### config.mk
export PLATFORM = sky130hd
export DESIGN_NAME = swlrl_ram
export DESIGN_NICKNAME = d
export VERILOG_FILES = /design/src/hw/rtl/swlrl_ram.sv
export SDC_FILE = /design/constraint.sdc
export NUM_CORES = 1
export LEC_CHECK = 0
export ABC_AREA = 1
export BUFFER_PORTS_ARGS = -buffer_cell sky130_fd_sc_hd__buf_2
export CAP_MARGIN = 20
export CELL_PAD_IN_SITES_DETAIL_PLACEMENT = 0
export CELL_PAD_IN_SITES_GLOBAL_PLACEMENT = 1
export CORE_MARGIN = 10
export CORE_UTILIZATION = 52
export DETAILED_ROUTE_END_ITERATION = 8
export PLACE_DENSITY_LB_ADDON = 0.1
export SYNTH_ARGS = -nofsm -noshare
export SYNTH_HDL_FRONTEND = slang
export SYNTH_SLANG_ARGS = --single-unit
export TNS_END_PERCENT = 50
### constraint.sdc
create_clock -name clk_i -period 2 [get_ports clk_i]
set_input_delay 0.1 -clock clk_i [delete_from_list [all_inputs] [get_ports clk_i]]
set_output_delay 0.1 -clock clk_i [all_outputs]
set_load 0.005 [all_outputs]
### src/hw/rtl/swlrl_ram.sv
// Generic single-write, single-read RAM with registered read data.
module swlrl_ram #(
  parameter int WIDTH = 8,
  parameter int DEPTH = 16
) (
  input  logic                                    clk_i,
  input  logic                                    we_i,
  input  logic [((DEPTH > 1) ? $clog2(DEPTH) : 1)-1:0] waddr_i,
  input  logic [WIDTH-1:0]                        wdata_i,
  input  logic [((DEPTH > 1) ? $clog2(DEPTH) : 1)-1:0] raddr_i,
  output logic [WIDTH-1:0]                        rdata_o
);

  logic [WIDTH-1:0] mem_q [DEPTH];
  logic [WIDTH-1:0] rdata_q;

  // Write port.
  always_ff @(posedge clk_i) begin
    if (we_i) begin
      mem_q[waddr_i] <= wdata_i;
    end
  end

  // Registered read port.
  always_ff @(posedge clk_i) begin
    rdata_q <= mem_q[raddr_i];
  end

  assign rdata_o = rdata_q;

endmodule

# Word level (Yosys, flattened, before mapping)

Memories as Yosys holds them, arrays and structs flattened. A register that Yosys moved wholly into a read port is not among the register bits.
Index checks and enable logic that the tools add are counted.

Register bits after elaboration: 0
Memory bits (writable): 128
Bits of input ports: 18
Output and inout bits: 8
Logic and storage cells: 3
Memories kept: 1

Multiplexer cells: 2

Memories:

| name  | words | bits a word | read ports | clocked after Yosys merged registers in | wr ports | line | text |
|---|---|---|---|---|---|---|---|
| mem_q | 16    | 8           | 1          | 1                                       | 1        | 14   | `logic [WIDTH-1:0] mem_q [DEPTH];` |

Operators with widths:

| cell    | number |
|---|---|
| $mux W1 | 2 |

# Longest topological paths before layout

Depth after elaboration: 2
Mapped depth: 8
Gate-level depth less buffers: 7

# Worst setup path before layout

Ideal clock, no wire load.

Kind: input to register
Start: in waddr_i[2] (netlist name)
End: mem mem_q[10][0], enable pin
Library setup time: 0.370 ns
Arrival: 0.681 ns
Required time: 1.630 ns
Slack: 0.949 ns
Cell stages on the path: 2
Buffers on the path: 0
Path through: nand3b_1 > nor2_1

RTL lines:

| what        | line | text |
|---|---|---|
| from (decl) | 8    | `input logic [((DEPTH > 1) ? $clog2(DEPTH) : 1)-1:0] waddr_i,` |
| to (decl)   | 14   |  |

Straight into the memory's write port.

# Final worst setup path

Start: reg rdata_q[2], in the netlist rdata_o[2] (read register of mem_q)
End: out rdata_o[2]

RTL lines:

| what        | line | text |
|---|---|---|
| from (decl) | 15   | `logic [WIDTH-1:0] rdata_q;` |
| to (decl)   | 11   | `output logic [WIDTH-1:0] rdata_o` |

No word-level cell between the ends.

==> run summary <==
================================================================================
Cell with the largest stage delay on the worst path                      dfxtp_1
Drc violations                                                                 0
Root cell of the clock tree                                             clkbuf_8
End of the worst register-to-register path                            rdata_o[3]
Global-route layer with the greatest usage                                  met2
Critical Path Source Type                                               register
Mean routed wirelength per cell                                         17.90 um
Syn Area/Cell                                                          10.47 um2
Number of cells on the worst hold path                                         1
Post-layout instance count excluding filler cells                            740
Routability congestion estimate                                           0.8014
PwrDens                                                              1007 mW/mm2
Number of antenna-violating nets in the routed design                          0
Worst reg-to-reg path cell count                                               6
Beginning of the worst hold path                                      wdata_i[2]
Post-synthesis cell type count                                                12
Relative area change from synthesis to final layout                       14.73%
Area of the die                                                      0.01570 mm2
Leading register cell type out of synthesis                             edfxtp_1
Met1 Use GR                                                               0.2273
Number of detailed-route iterations in the first pass                          5
I/O Pins                                                                      26
Headroom to the max-slew limit                                            0.5496
TNS Setup                                                                   0 ns
Final setup violating endpoints                                                0
Total length of routed wires                                           13,240 um
Initial core utilization                                                  0.5320
Async SR Flop Fraction                                                         0
Overall global routing resource usage                                     0.1709
Post-route core utilization                                               0.6103
Leading post-synthesis cells by cell area                           edfxtp_1, nand2_1, nand3_1
Critical path buffers and inverters                                            1
Number of cells in the design after placement                                706
Run status                                                          finished clean
Layout Nets                                                                  605
Pin count of the biggest net entering global routing                          40
Row cnt                                                                       38
Total grt overflow                                                             0
Hold/Removal Path Class                                                in -> reg
HPWL after detailed placement                                            8222 um
Sequential area share after synthesis                                     0.6943
Initial detailed-routing violation count                                     396
Type of the worst setup path                                          reg -> out
Worst-margin pin slew                                                  0.6732 ns
Filler cell count                                                            908
Ant diodes                                                                     0
Layout cell share with drive strength beyond 1                            0.1150
Via density per instance                                                   5.128
CTS sink count                                                               136
Hold Crit Endpoint                                                   mem_q[6][2]
Count of input and output buffers                                             25
Clock tree from TritonCTS                                                  built
M3 GR Usage                                                              0.03845
Setup clock skew after layout                                        0.007985 ns
Insertion delay of the later-clocked pin in the worst-skew pair          0.52 ns
Most frequent cells after synthesis                                 nand2_1, edfxtp_1, inv_1
Met2 global-route usage                                                   0.2706
Clock buffer depth                                                             2
Cell type group with the largest total delay on the critical path     flip-flops
Fin crit share                                                            0.5540
Data required time of the worst path                                     1.90 ns
Delay contributed by the slowest stage of the critical path              0.36 ns
Max-cap viol count                                                             0
Via count of the first global-routing pass                                 3,614
Clock transition at path regs                                            0.06 ns
Wire length of the first global-routing pass                           20,590 um
Top-area cell type share of the netlist area                              0.6665
Register-to-register setup slack                                         0.96 ns
RSZ-0062 raised after global routing                                          no
Syn nets                                                                     569
Worst reg2reg path startpoint                                        mem_q[1][3]
Final Hold Vio Count                                                           0
Count of flip-flops with a built-in enable after synthesis                   128
Die height                                                              125.3 um
IR drop worst, VDD                                                      627.7 uV
CTS Buf Count                                                                 17
Core box area                                                        0.01084 mm2
Mapped Cells                                                                 551
Max-slew violation count                                                       0
Setup bufs post-CTS                                                            0
Die outline width                                                       125.3 um
Number of antenna violations at the first check in global routing              0
F_max                                                                  902.5 MHz
Synth area leader                                                       edfxtp_1
Endpoint kind of the worst setup timing path                        primary output
Synthesized flop and latch total                                             136
Number of H-tree branching levels                                              4
Critical path fanouts, max                                                     1
Post-route minimum period                                               1.108 ns
Area of the mapped netlist                                          0.005767 mm2
Cell-by-cell listing of the critical path                                  buf_2
Critical Path AT                                                         1.01 ns
Total via count in the routed design                                       3,795
Most common cell in the netlist                                          nand2_1
Leakage Power                                                           2.881 nW
YS warnings                                                                    0
================================================================================
## how the worst max path moves through the flow
stage               slack, ns       start  cells after the start           end
floorplan                0.95  waddr_i[2]                      2  mem_q[10][0]
global placement         0.65  waddr_i[3]                      3   mem_q[4][0]
detailed placement       0.62  waddr_i[3]                      3   mem_q[6][7]
CTS                      0.86  rdata_o[2]                      1    rdata_o[2]
global route             0.87  rdata_o[2]                      1    rdata_o[2]
finish                   0.89  rdata_o[2]                      1    rdata_o[2]
## cell type report
| cell class | count | area (um2) | share of cell area |
|---|---|---|---|
| clock buffers | 24 | 470.5 | 0.07110 |
| clock inverters | 8 | 120.1 | 0.01815 |
| inverters | 102 | 382.9 | 0.05787 |
| multi-input cells | 289 | 1214 | 0.1834 |
| flip-flops and latches | 136 | 4004 | 0.6051 |
| well taps | 140 | 175.2 | 0.02648 |
| repair buffers | 41 | 250.2 | 0.03782 |
## metal layers
layer  up-vias  share of wire
met3        17          0.051
met1      1811           0.46
met4         0          0.013
li1       1844              -
met2       123           0.48
met5         -              0
## sequential cells by signal (all words and copies together), names as in the netlist
register  cells
mem_q       128
rdata_o       8
## through the flow
step / power, mW / hold WS [ns] / worst slack (ns) / cell area (um2)
2_1_floorplan: 3.487 / 0.1989 / 0.9492 / 5767
3_3_place_gp: 3.643 / 0.4660 / 0.6478 / 6006
3_5_place_dp: 3.648 / 0.4665 / 0.6224 / 6006
4_1_cts: 6.698 / 0.006405 / 0.8608 / 6616
5_1_grt: 6.895 / 0.01153 / 0.8690 / 6616
6_report: 6.663 / 0.02390 / 0.8920 / 6616
## cell usage in the layout, fill, tap and decap left out
cell / synthesis / layout
bufinv_16: 0 / 3
nand2_1: 173 / 173
buf_4: 4 / 14
dlygate4sd3_1: 0 / 2
edfxtp_1: 128 / 128
nor2_1: 17 / 17
clkinvlp_4: 0 / 2
clkinv_2: 0 / 3
clkbuf_8: 0 / 4
nand3b_1: 2 / 2
nand3_1: 97 / 97
clkbuf_1: 0 / 4
inv_1: 100 / 100
dfxtp_1: 8 / 8
buf_2: 13 / 25
clkbuf_16: 0 / 16
inv_2: 2 / 2
## cell families (layout without fill, tap and decap cells)
| kind of cell | after synthesis | after routing | share of synthesized area |
|---|---|---|---|
| buffers and inverters | 126 | 175 | 0.09525 |
| flip-flops | 136 | 136 | 0.6943 |
| AND/OR/NAND/NOR | 289 | 289 | 0.2105 |
## what timing repair did
item,4_1_cts,5_1_grt
hold buffers,2,0
resized for setup,0,0
hold endpoints to repair,21,0
## where the power goes
| group | internal, mW | switching, mW | total [mW] |
|---|---|---|---|
| sequential | 3.19 | 0.0216 | 3.21 |
| combinational | 0.110 | 0.272 | 0.382 |
| clock | 1.99 | 1.08 | 3.07 |
| total | 5.29 | 1.37 | 6.66 |
(Power assumes the default switching activity.)
