## src/hw/rtl/swlrl_pkg.sv

```systemverilog
// Shared constants and types for the sliding-window-log rate limiter.
package swlrl_pkg;

  // Default sizes.
  localparam int TENANTS_DEF = 128;
  localparam int SLOTS_DEF   = 16;

  // Field and register widths.
  localparam int TENANT_W    = 7;
  localparam int STAMP_W     = 40;
  localparam int WINDOW_W    = 32;
  localparam int LIMIT_W     = 5;
  localparam int COUNT_OUT_W = 5;
  localparam int CFG_IDX_W   = 1;
  localparam int CFG_DATA_W  = 32;

  // Register reset values.
  localparam logic [WINDOW_W-1:0] WINDOW_RESET = 32'd10000;
  localparam logic [LIMIT_W-1:0]  LIMIT_RESET  = 5'd10;

  // Register indexes.
  localparam logic [CFG_IDX_W-1:0] CFG_WINDOW = 1'b0;
  localparam logic [CFG_IDX_W-1:0] CFG_LIMIT  = 1'b1;

  // Engine sequencer states.
  typedef enum logic [2:0] {
    ST_CLEAR,
    ST_IDLE,
    ST_LOAD,
    ST_EVICT,
    ST_DECIDE
  } state_e;

  // One result item.
  typedef struct packed {
    logic                   allowed;
    logic [COUNT_OUT_W-1:0] count;
  } result_t;

endpackage

```

## src/hw/rtl/swlrl_engine.sv

```systemverilog
// Request sequencer: loads tenant state, pops expired stamps, logs and writes back.
module swlrl_engine #(
  parameter int TENANTS = swlrl_pkg::TENANTS_DEF,
  parameter int SLOTS   = swlrl_pkg::SLOTS_DEF,
  localparam int TW     = (TENANTS > 1) ? $clog2(TENANTS) : 1,
  localparam int SW     = (SLOTS > 1) ? $clog2(SLOTS) : 1,
  localparam int CW     = $clog2(SLOTS + 1),
  localparam int MW     = SW + CW,
  localparam int AW     = (TENANTS * SLOTS > 1) ? $clog2(TENANTS * SLOTS) : 1
) (
  input  logic                              clk_i,
  input  logic                              rst_ni,
  // request side
  input  logic                              in_valid_i,
  output logic                              in_stall_o,
  input  logic [TW-1:0]                     tenant_idx_i,
  input  logic [swlrl_pkg::STAMP_W-1:0]     timestamp_i,
  // configuration
  input  logic [swlrl_pkg::WINDOW_W-1:0]    window_i,
  input  logic [swlrl_pkg::LIMIT_W-1:0]     limit_i,
  // result side
  output logic                              res_valid_o,
  input  logic                              res_stall_i,
  output swlrl_pkg::result_t                res_o,
  // per-tenant state memory
  output logic [TW-1:0]                     meta_raddr_o,
  input  logic [MW-1:0]                     meta_rdata_i,
  output logic                              meta_we_o,
  output logic [TW-1:0]                     meta_waddr_o,
  output logic [MW-1:0]                     meta_wdata_o,
  // timestamp log memory
  output logic [AW-1:0]                     stamp_raddr_o,
  input  logic [swlrl_pkg::STAMP_W-1:0]     stamp_rdata_i,
  output logic                              stamp_we_o,
  output logic [AW-1:0]                     stamp_waddr_o,
  output logic [swlrl_pkg::STAMP_W-1:0]     stamp_wdata_o
);

  localparam int CMPW = (CW > swlrl_pkg::LIMIT_W) ? CW : swlrl_pkg::LIMIT_W;

  swlrl_pkg::state_e state_q, state_d;

  logic [TW-1:0]                 t_q;
  logic [swlrl_pkg::STAMP_W-1:0] now_q;
  logic [SW-1:0]                 head_q, head_d;
  logic [CW-1:0]                 count_q, count_d;
  logic [TW-1:0]                 clr_q;
  logic                          res_valid_q, res_valid_d;
  swlrl_pkg::result_t            res_q, res_d;

  logic                          accept;
  logic                          go;
  logic [AW-1:0]                 base;
  logic [SW-1:0]                 head_inc;
  logic [SW-1:0]                 meta_head;
  logic [CW-1:0]                 meta_count;
  logic                          expire;
  logic [swlrl_pkg::STAMP_W-1:0] age;
  logic [CMPW-1:0]               limit_x;
  logic [CMPW-1:0]               slots_x;
  logic [CMPW-1:0]               limit_eff;
  logic                          allow;
  logic [SW:0]                   tail_sum;
  logic [SW-1:0]                 tail;
  logic [CW-1:0]                 count_new;

  assign accept = in_valid_i && !in_stall_o;
  assign go     = !res_valid_q || !res_stall_i;

  // Tenant base address and ring arithmetic.
  assign base       = AW'(t_q) * AW'(SLOTS);
  assign head_inc   = (head_q == SW'(SLOTS - 1)) ? '0 : head_q + SW'(1);
  assign meta_head  = meta_rdata_i[MW-1:CW];
  assign meta_count = meta_rdata_i[CW-1:0];

  // Oldest entry expires when it is not in the future and at least a window old.
  assign age    = now_q - stamp_rdata_i;
  assign expire = (now_q >= stamp_rdata_i) &&
                  (age >= {{(swlrl_pkg::STAMP_W - swlrl_pkg::WINDOW_W){1'b0}}, window_i});

  // Clamp the limit to the ring size and decide.
  assign limit_x   = CMPW'(limit_i);
  assign slots_x   = CMPW'(SLOTS);
  assign limit_eff = (limit_x > slots_x) ? slots_x : limit_x;
  assign allow     = CMPW'(count_q) < limit_eff;
  assign tail_sum  = (SW + 1)'(head_q) + (SW + 1)'(count_q);
  assign tail      = (tail_sum >= (SW + 1)'(SLOTS)) ? SW'(tail_sum - (SW + 1)'(SLOTS))
                                                     : SW'(tail_sum);
  assign count_new = allow ? count_q + CW'(1) : count_q;

  // Next state.
  always_comb begin
    state_d = state_q;
    case (state_q)
      swlrl_pkg::ST_CLEAR: begin
        if (clr_q == TW'(TENANTS - 1)) state_d = swlrl_pkg::ST_IDLE;
      end
      swlrl_pkg::ST_IDLE: begin
        if (accept) state_d = swlrl_pkg::ST_LOAD;
      end
      swlrl_pkg::ST_LOAD: begin
        state_d = (meta_count == '0) ? swlrl_pkg::ST_DECIDE : swlrl_pkg::ST_EVICT;
      end
      swlrl_pkg::ST_EVICT: begin
        if (!expire || count_q == CW'(1)) state_d = swlrl_pkg::ST_DECIDE;
      end
      swlrl_pkg::ST_DECIDE: begin
        if (go) state_d = swlrl_pkg::ST_IDLE;
      end
      default: state_d = swlrl_pkg::ST_CLEAR;
    endcase
  end

  // Datapath controls and memory ports.
  always_comb begin
    head_d        = head_q;
    count_d       = count_q;
    res_valid_d   = res_valid_q && res_stall_i;
    res_d         = res_q;
    meta_raddr_o  = tenant_idx_i;
    meta_we_o     = 1'b0;
    meta_waddr_o  = t_q;
    meta_wdata_o  = {head_q, count_new};
    stamp_raddr_o = base + AW'(head_q);
    stamp_we_o    = 1'b0;
    stamp_waddr_o = base + AW'(tail);
    stamp_wdata_o = now_q;
    case (state_q)
      swlrl_pkg::ST_CLEAR: begin
        meta_we_o    = 1'b1;
        meta_waddr_o = clr_q;
        meta_wdata_o = '0;
      end
      swlrl_pkg::ST_LOAD: begin
        head_d        = meta_head;
        count_d       = meta_count;
        stamp_raddr_o = base + AW'(meta_head);
      end
      swlrl_pkg::ST_EVICT: begin
        // pop one expired stamp and fetch the next oldest
        if (expire) begin
          head_d        = head_inc;
          count_d       = count_q - CW'(1);
          stamp_raddr_o = base + AW'(head_inc);
        end
      end
      swlrl_pkg::ST_DECIDE: begin
        if (go) begin
          stamp_we_o    = allow;
          meta_we_o     = 1'b1;
          res_valid_d   = 1'b1;
          res_d.allowed = allow;
          res_d.count   = swlrl_pkg::COUNT_OUT_W'(count_new);
        end
      end
      default: ;
    endcase
  end

  // Control registers.
  always_ff @(posedge clk_i or negedge rst_ni) begin
    if (!rst_ni) begin
      state_q     <= swlrl_pkg::ST_CLEAR;
      clr_q       <= '0;
      res_valid_q <= 1'b0;
    end else begin
      state_q     <= state_d;
      res_valid_q <= res_valid_d;
      if (state_q == swlrl_pkg::ST_CLEAR) clr_q <= clr_q + TW'(1);
    end
  end

  // Payload registers.
  always_ff @(posedge clk_i) begin
    if (accept) begin
      t_q   <= tenant_idx_i;
      now_q <= timestamp_i;
    end
    head_q  <= head_d;
    count_q <= count_d;
    res_q   <= res_d;
  end

  assign in_stall_o  = (state_q != swlrl_pkg::ST_IDLE);
  assign res_valid_o = res_valid_q;
  assign res_o       = res_q;

endmodule
```

## config.mk

```make
export PLATFORM = sky130hd
export DESIGN_NAME = swlrl_engine
export DESIGN_NICKNAME = d
export VERILOG_FILES = /design/src/hw/rtl/swlrl_pkg.sv /design/src/hw/rtl/swlrl_engine.sv
export SDC_FILE = /design/constraint.sdc
export NUM_CORES = 1
export LEC_CHECK = 0
export BUFFER_PORTS_ARGS = -buffer_cell sky130_fd_sc_hd__buf_2
export CORE_UTILIZATION = 35
export CTS_BUF_LIST = sky130_fd_sc_hd__clkbuf_2 sky130_fd_sc_hd__clkbuf_4 sky130_fd_sc_hd__clkbuf_8
export DETAILED_ROUTE_END_ITERATION = 8
export PLACE_DENSITY_LB_ADDON = 0.1
export SYNTH_ARGS = -nofsm -noshare
export SYNTH_HDL_FRONTEND = slang
export SYNTH_SLANG_ARGS = --single-unit
```

## constraint.sdc

```tcl
create_clock -name clk_i -period 5.1 [get_ports clk_i]
set_input_delay 0.255 -clock clk_i [delete_from_list [all_inputs] [get_ports clk_i]]
set_output_delay 0.255 -clock clk_i [all_outputs]
set_load 0.03 [all_outputs]
```

After elaboration in Yosys (flattened, before gate mapping). Index checks and enable logic that the tools add are counted.

Register bits after elaboration: 73. Latch bits: 0. RAM bits: 0. ROM bits: 0. Bits of input ports: 137. Logic and storage cells: 77. Memories kept: 0.

Add/subtract/negate cells: 11. Multipliers: 0. Divide/modulo/power cells: 0. $lt $le $gt $ge: 5. Equal/unequal tests: 13. Shift-type cells: 0. Mux-type cells: 24. Bitwise operators: 0. Reduce and logical (&&, ||, !) cells: 15.

Operator list (number): $add 11x4->11 (4); $ge 40x32->1 (1); $ge 40x40->1 (1); $sub 40x40->40 (1); $pmux 11 s2 (1); $mux 3 (5); $mux 5 (3); $pmux 3 s5 (1); $mux 4 (3); $mux 11 (1); $ne 2x2->1 const B (5); $pmux 5 s2 (1); $mux 9 (1); $pmux 4 s2 (1); $add 7x1->7 const B (1); $eq 7x7->1 const B (1); $mux 7 (1); $eq 3x2->1 const B (2); $add 4x5->5 (1); $add 5x1->5 const B (1); $eq 5x1->1 const B (1); $ge 5x5->1 const B (1); $gt 5x5->1 const B (1); $logic_not 5->1 (1); other kinds (17) (28).

Depth between registers and ports, before layout.
Depth in word-level cells: 7. Mapped depth: 22. Mapped depth without buffers: 22.

Worst setup path before layout. Ideal clock, no wire load.

Kind: flip-flop to output port. Start point: register now_q (netlist bit stamp_wdata_o[6]). End point: output port stamp_raddr_o[2]. Data arrival time: 5.158 ns. Path slack: -0.313 ns. Cell stages (with the launch flop): 21. Cell sequence: edfxtp_1 ha_1 a21oi_2 nand2_1 o21bai_1 o22ai_1 or2_2 a31oi_1 xnor2_1 ha_1 a21o_1 a21o_1 a21oi_1 o211ai_1 o31a_1 a211o_1 a2111o_1 a2111oi_4 a41oi_4 and4_4 nor3_2.

Word-level cells in the longest chain between the ends: 5.

Ends and longest elaborated chain: start: declaration (line swlrl_engine.sv:44) `logic [swlrl_pkg::STAMP_W-1:0] now_q;`; start signal: assignment (line swlrl_engine.sv:177) `now_q <= timestamp_i;`; $sub 40x40->40 (line swlrl_engine.sv:77) `assign age = now_q - stamp_rdata_i;`; $ge 40x32->1 (line swlrl_engine.sv:79) `(age >= {{(swlrl_pkg::STAMP_W - swlrl_pkg::WINDOW_W){1'b0}}, window_i});`; $logic_and 1x1->1 * (line swlrl_engine.sv:78) `assign expire = (now_q >= stamp_rdata_i) &&`; $mux 11 * (line swlrl_engine.sv:141) `if (expire) begin`; $pmux 11 s2 * (line swlrl_engine.sv:128) `case (state_q)`; end: declaration (line swlrl_engine.sv:32) `output logic [AW-1:0] stamp_raddr_o,`.

Mark *: on every way between the ends. The rest lies on a longest branch, timed or not.

Final worst setup path.
Start point: register now_q (netlist bit stamp_wdata_o[6]). End point: output port stamp_raddr_o[0].

Same word-level chain as after synthesis.

==> impl_metrics.csv <==
group,metric,value,unit
critical_path,worstReg2RegEnd,"count_q[3]",
critical_path,path_max_fanout,6,
global_route,antenna_found_initial,4,
critical_path,rr_startpoint,"stamp_wdata_o[6]",
floorplanning,die_w,141,um
outcome,status,"finished with violations",
timing,setup_viol,13,
timing,layout_min_cycle_time,5.47,ns
critical_path,reg2reg_depth,21,
global_route,grt_pass1_vias,6253,
final_layout,layout_common_cells,"buf_2 (227), buf_4 (91), inv_1 (89), ha_1 (70), nand2_1 (66)",
floorplanning,rows,50,
synthesis,ys_ff_latch,73,
timing,drv_slew,0,
critical_path,worstPathArrival,5.22,ns
global_route,track_usage,20.2,%
synthesis,seq_area_frac_synth,31.6,%
clocking,cts.reportedPaths.clkPinSlew,0.10,ns
critical_path,crit_end,"stamp_raddr_o[0]",
synthesis,synth_flop_cell,"edfxtp_1",
final_layout,final_common_cell,"buf_2",
floorplanning,initial_core_util,35.9,%
pwr,power.density,436,nW/um2
critical_path,rrSetupSlack,-0.08,ns
routing,firstDrtPassIters,5,
critical_path,cp-start-kind,"flip-flop",
global_route,grt_pass1_wl,31600,um
critical_path,critPathKind,"reg2out",
synthesis,synth_warnings,0,
placed_design,globalplace.congestion,0.884,
pwr,ir_drop,411,uV
clocking,clkSinkCount,73,
critical_path,critPathRequiredTime,4.85,ns
clocking,numCtsBuffers,9,
outcome,violations,"negative setup slack",
floorplanning,pin_count,232,
timing,rsz0062_at_grt,"true",
synthesis,synthArstFlopShare,15.1,%
timing,hold_viol_final,0,
timing,fin_worst_skew,0.0179,ns
final_layout,layout-drive-gt1-share,39.7,%
clocking,cts_tree,"yes",
timing,finalCritPeriodShare,107,%
timing,worst_slack,-0.370,ns
global_route,grt_max_degree,39,
run,drv_cap,0,
pwr,leakage,0.00442,uW
routing,drc,0,
timing,fmax,183,MHz
timing,maxSlewHeadroom,60.5,%
pwr,p_total,4050,uW
final_layout,syn2layout_area_growth,37.3,%
placed_design,place_hpwl,16100,um
synthesis,syn-instance-count,752,
floorplanning,die_h,141,um
synthesis,synth_fp_nets,975,
routing,wire_per_inst,15.1,um
synthesis,synth_edf_count,62,
clocking,clock-root-buffer,"clkbuf_8",
floorplanning,die_area,19900,um2
synthesis,synth_area,6760,um2
routing,drt-initial-drc-count,239,
critical_path,endpoint_kind,"primary output",
routing,ant_nets,0,
synthesis,yosysUniqueCellTypes,75,
routing,vias,6302,
final_layout,nets,1271,
min_path,hold_path_class,"in2reg",
routing,via_per_inst,4.79,
synthesis,syn_avg_cell_area,8.99,um2
timing,setup-tns-final,-2.07,ns
placed_design,io_buffers,231,
critical_path,critical_path.startpoint,"stamp_wdata_o[6]",
min_path,hold_path_depth,1,
clocking,clkLatencyLatePin,0.37,ns
routing,drt_wl_total,19900,um
placed_design,dp_slack,-0.237,ns
floorplanning,core,18800,um2
timing,worst_pin_slew,0.593,ns
clocking,clock_path_buffers,2,
global_route,grt-ovfl-total,0,
clocking,htreeDepth,3,
==> registers in the layout, indices dropped and copies added, names as in the netlist <==
register	cells
state_q	3
t_q	7
clr_q	7
res_o	6
count_q	5
res_valid_o	1
stamp_wdata_o	40
head_q	4
==> timing repair <==
action | in CTS | in global routing
gates resized for setup | 36 | 16
endpoints found under the setup margin | 13 | 16
setup buffers | 8 | 5
hold buffers | 1 | 0
endpoints found under the hold margin | 11 | 0
pin swaps | 14 | 7
==> how the worst min path moves through the flow <==
| stage | startpoint | end |
|---|---|---|
| floorplan | rst_ni | clr_q[0] |
| global placement | rst_ni | clr_q[1] |
| detailed placement | rst_ni | clr_q[1] |
| CTS | timestamp_i[3] | stamp_wdata_o[3] |
| global route | timestamp_i[3] | stamp_wdata_o[3] |
| finish | timestamp_i[3] | stamp_wdata_o[3] |
==> layer usage <==
metal,wire [um],global-route usage (%),up-vias
met4,235,5.78,4
met2,9130,33.0,182
met5,22,0,-
li1,-,-,3263
met1,9190,26.3,2836
met3,1310,5.10,17
==> final cells by class <==
class | instances | area [um2]
multi-input cells | 551 | 4420
flip-flops and latches | 73 | 2140
clock inverters | 7 | 53.8
clock buffers | 9 | 124
repair buffers | 324 | 1890
fillers | 1875 | 9550
well taps | 260 | 325
diodes | 2 | 5.00
inverters | 89 | 334
==> cells by family (layout without fill, tap and decap cells) <==
family          count (synthesis)  after routing  share of synthesized area (%)
compound gates                187            187                           19.3
xor+xnor                       53             53                           6.87
fa+ha+maj                      86             86                           16.1
buf+inv                       128            429                           8.11
flops                          73             73                           31.6
mux                            11             11                           1.85
other cells                     0              2                              0
simple gates                  214            214                           16.1
==> power by group <==
part | switching (uW) | internal, uW
clock | 257 | 181
sequential | 152 | 833
combinational | 1540 | 1080
==> per-stage QoR <==
step | cell area (um2) | cells | utilization, % | hold WS [ns]
final | 9280 | 1315 | 49.3 | 0.0461
after global routing | 9280 | 1313 | 49.3 | 0.0218
after global placement | 8730 | 1283 | 46.4 | 0.143
after detailed placement | 8730 | 1283 | 46.4 | 0.140
after CTS | 9170 | 1308 | 48.7 | 0.0210
after floorplan | 6860 | 752 | - | -0.0406
==> worst max-delay path, stage by stage (launching register included) <==
cell       delay (ns)
edfxtp_1         0.44
ha_4             0.33
nand2_1          0.10
and2_4           0.18
o21bai_2         0.20
buf_4            0.14
o21ai_1          0.16
xor2_1           0.27
ha_1             0.30
a21o_1           0.16
a211o_1          0.30
o31a_1           0.29
o31a_1           0.25
a211o_1          0.24
a2111o_1         0.32
a2111oi_4        0.25
a41oi_4          0.27
mux2i_1          0.19
a221o_2          0.32
buf_6            0.14
==> cell usage after synthesis, types with 3 or more instances <==
| library cell | n | area [um2] |
|---|---|---|
| dfrtp_1 | 11 | 275 |
| nor2b_1 | 15 | 93.8 |
| xnor2_1 | 35 | 307 |
| o31a_1 | 3 | 26.3 |
| a21o_1 | 21 | 158 |
| and2_1 | 4 | 25.0 |
| nor3b_1 | 3 | 22.5 |
| o31ai_1 | 4 | 30.0 |
| ha_1 | 84 | 1050 |
| nor3_1 | 11 | 55.1 |
| o21bai_1 | 4 | 30.0 |
| xor2_1 | 18 | 158 |
| clkbuf_1 | 17 | 63.8 |
| mux2_2 | 8 | 90.1 |
| a31oi_1 | 6 | 37.5 |
| nand3_1 | 15 | 75.1 |
| o21ai_0 | 31 | 155 |
| o2bb2ai_1 | 3 | 26.3 |
| a21oi_1 | 61 | 305 |
| o211ai_1 | 5 | 37.5 |
| or2_2 | 4 | 25.0 |
| nand2_1 | 67 | 251 |
| edfxtp_1 | 62 | 1860 |
| a211oi_1 | 4 | 30.0 |
| inv_1 | 89 | 334 |
| a211o_1 | 5 | 43.8 |
| nand4_1 | 25 | 156 |
| nand2b_1 | 11 | 68.8 |
| and3_1 | 4 | 25.0 |
| buf_4 | 16 | 120 |
| buf_2 | 6 | 30.0 |
| nor2_1 | 39 | 146 |
| a311oi_1 | 3 | 26.3 |
| o21ai_1 | 7 | 35.0 |
(Power assumes the default switching activity.)
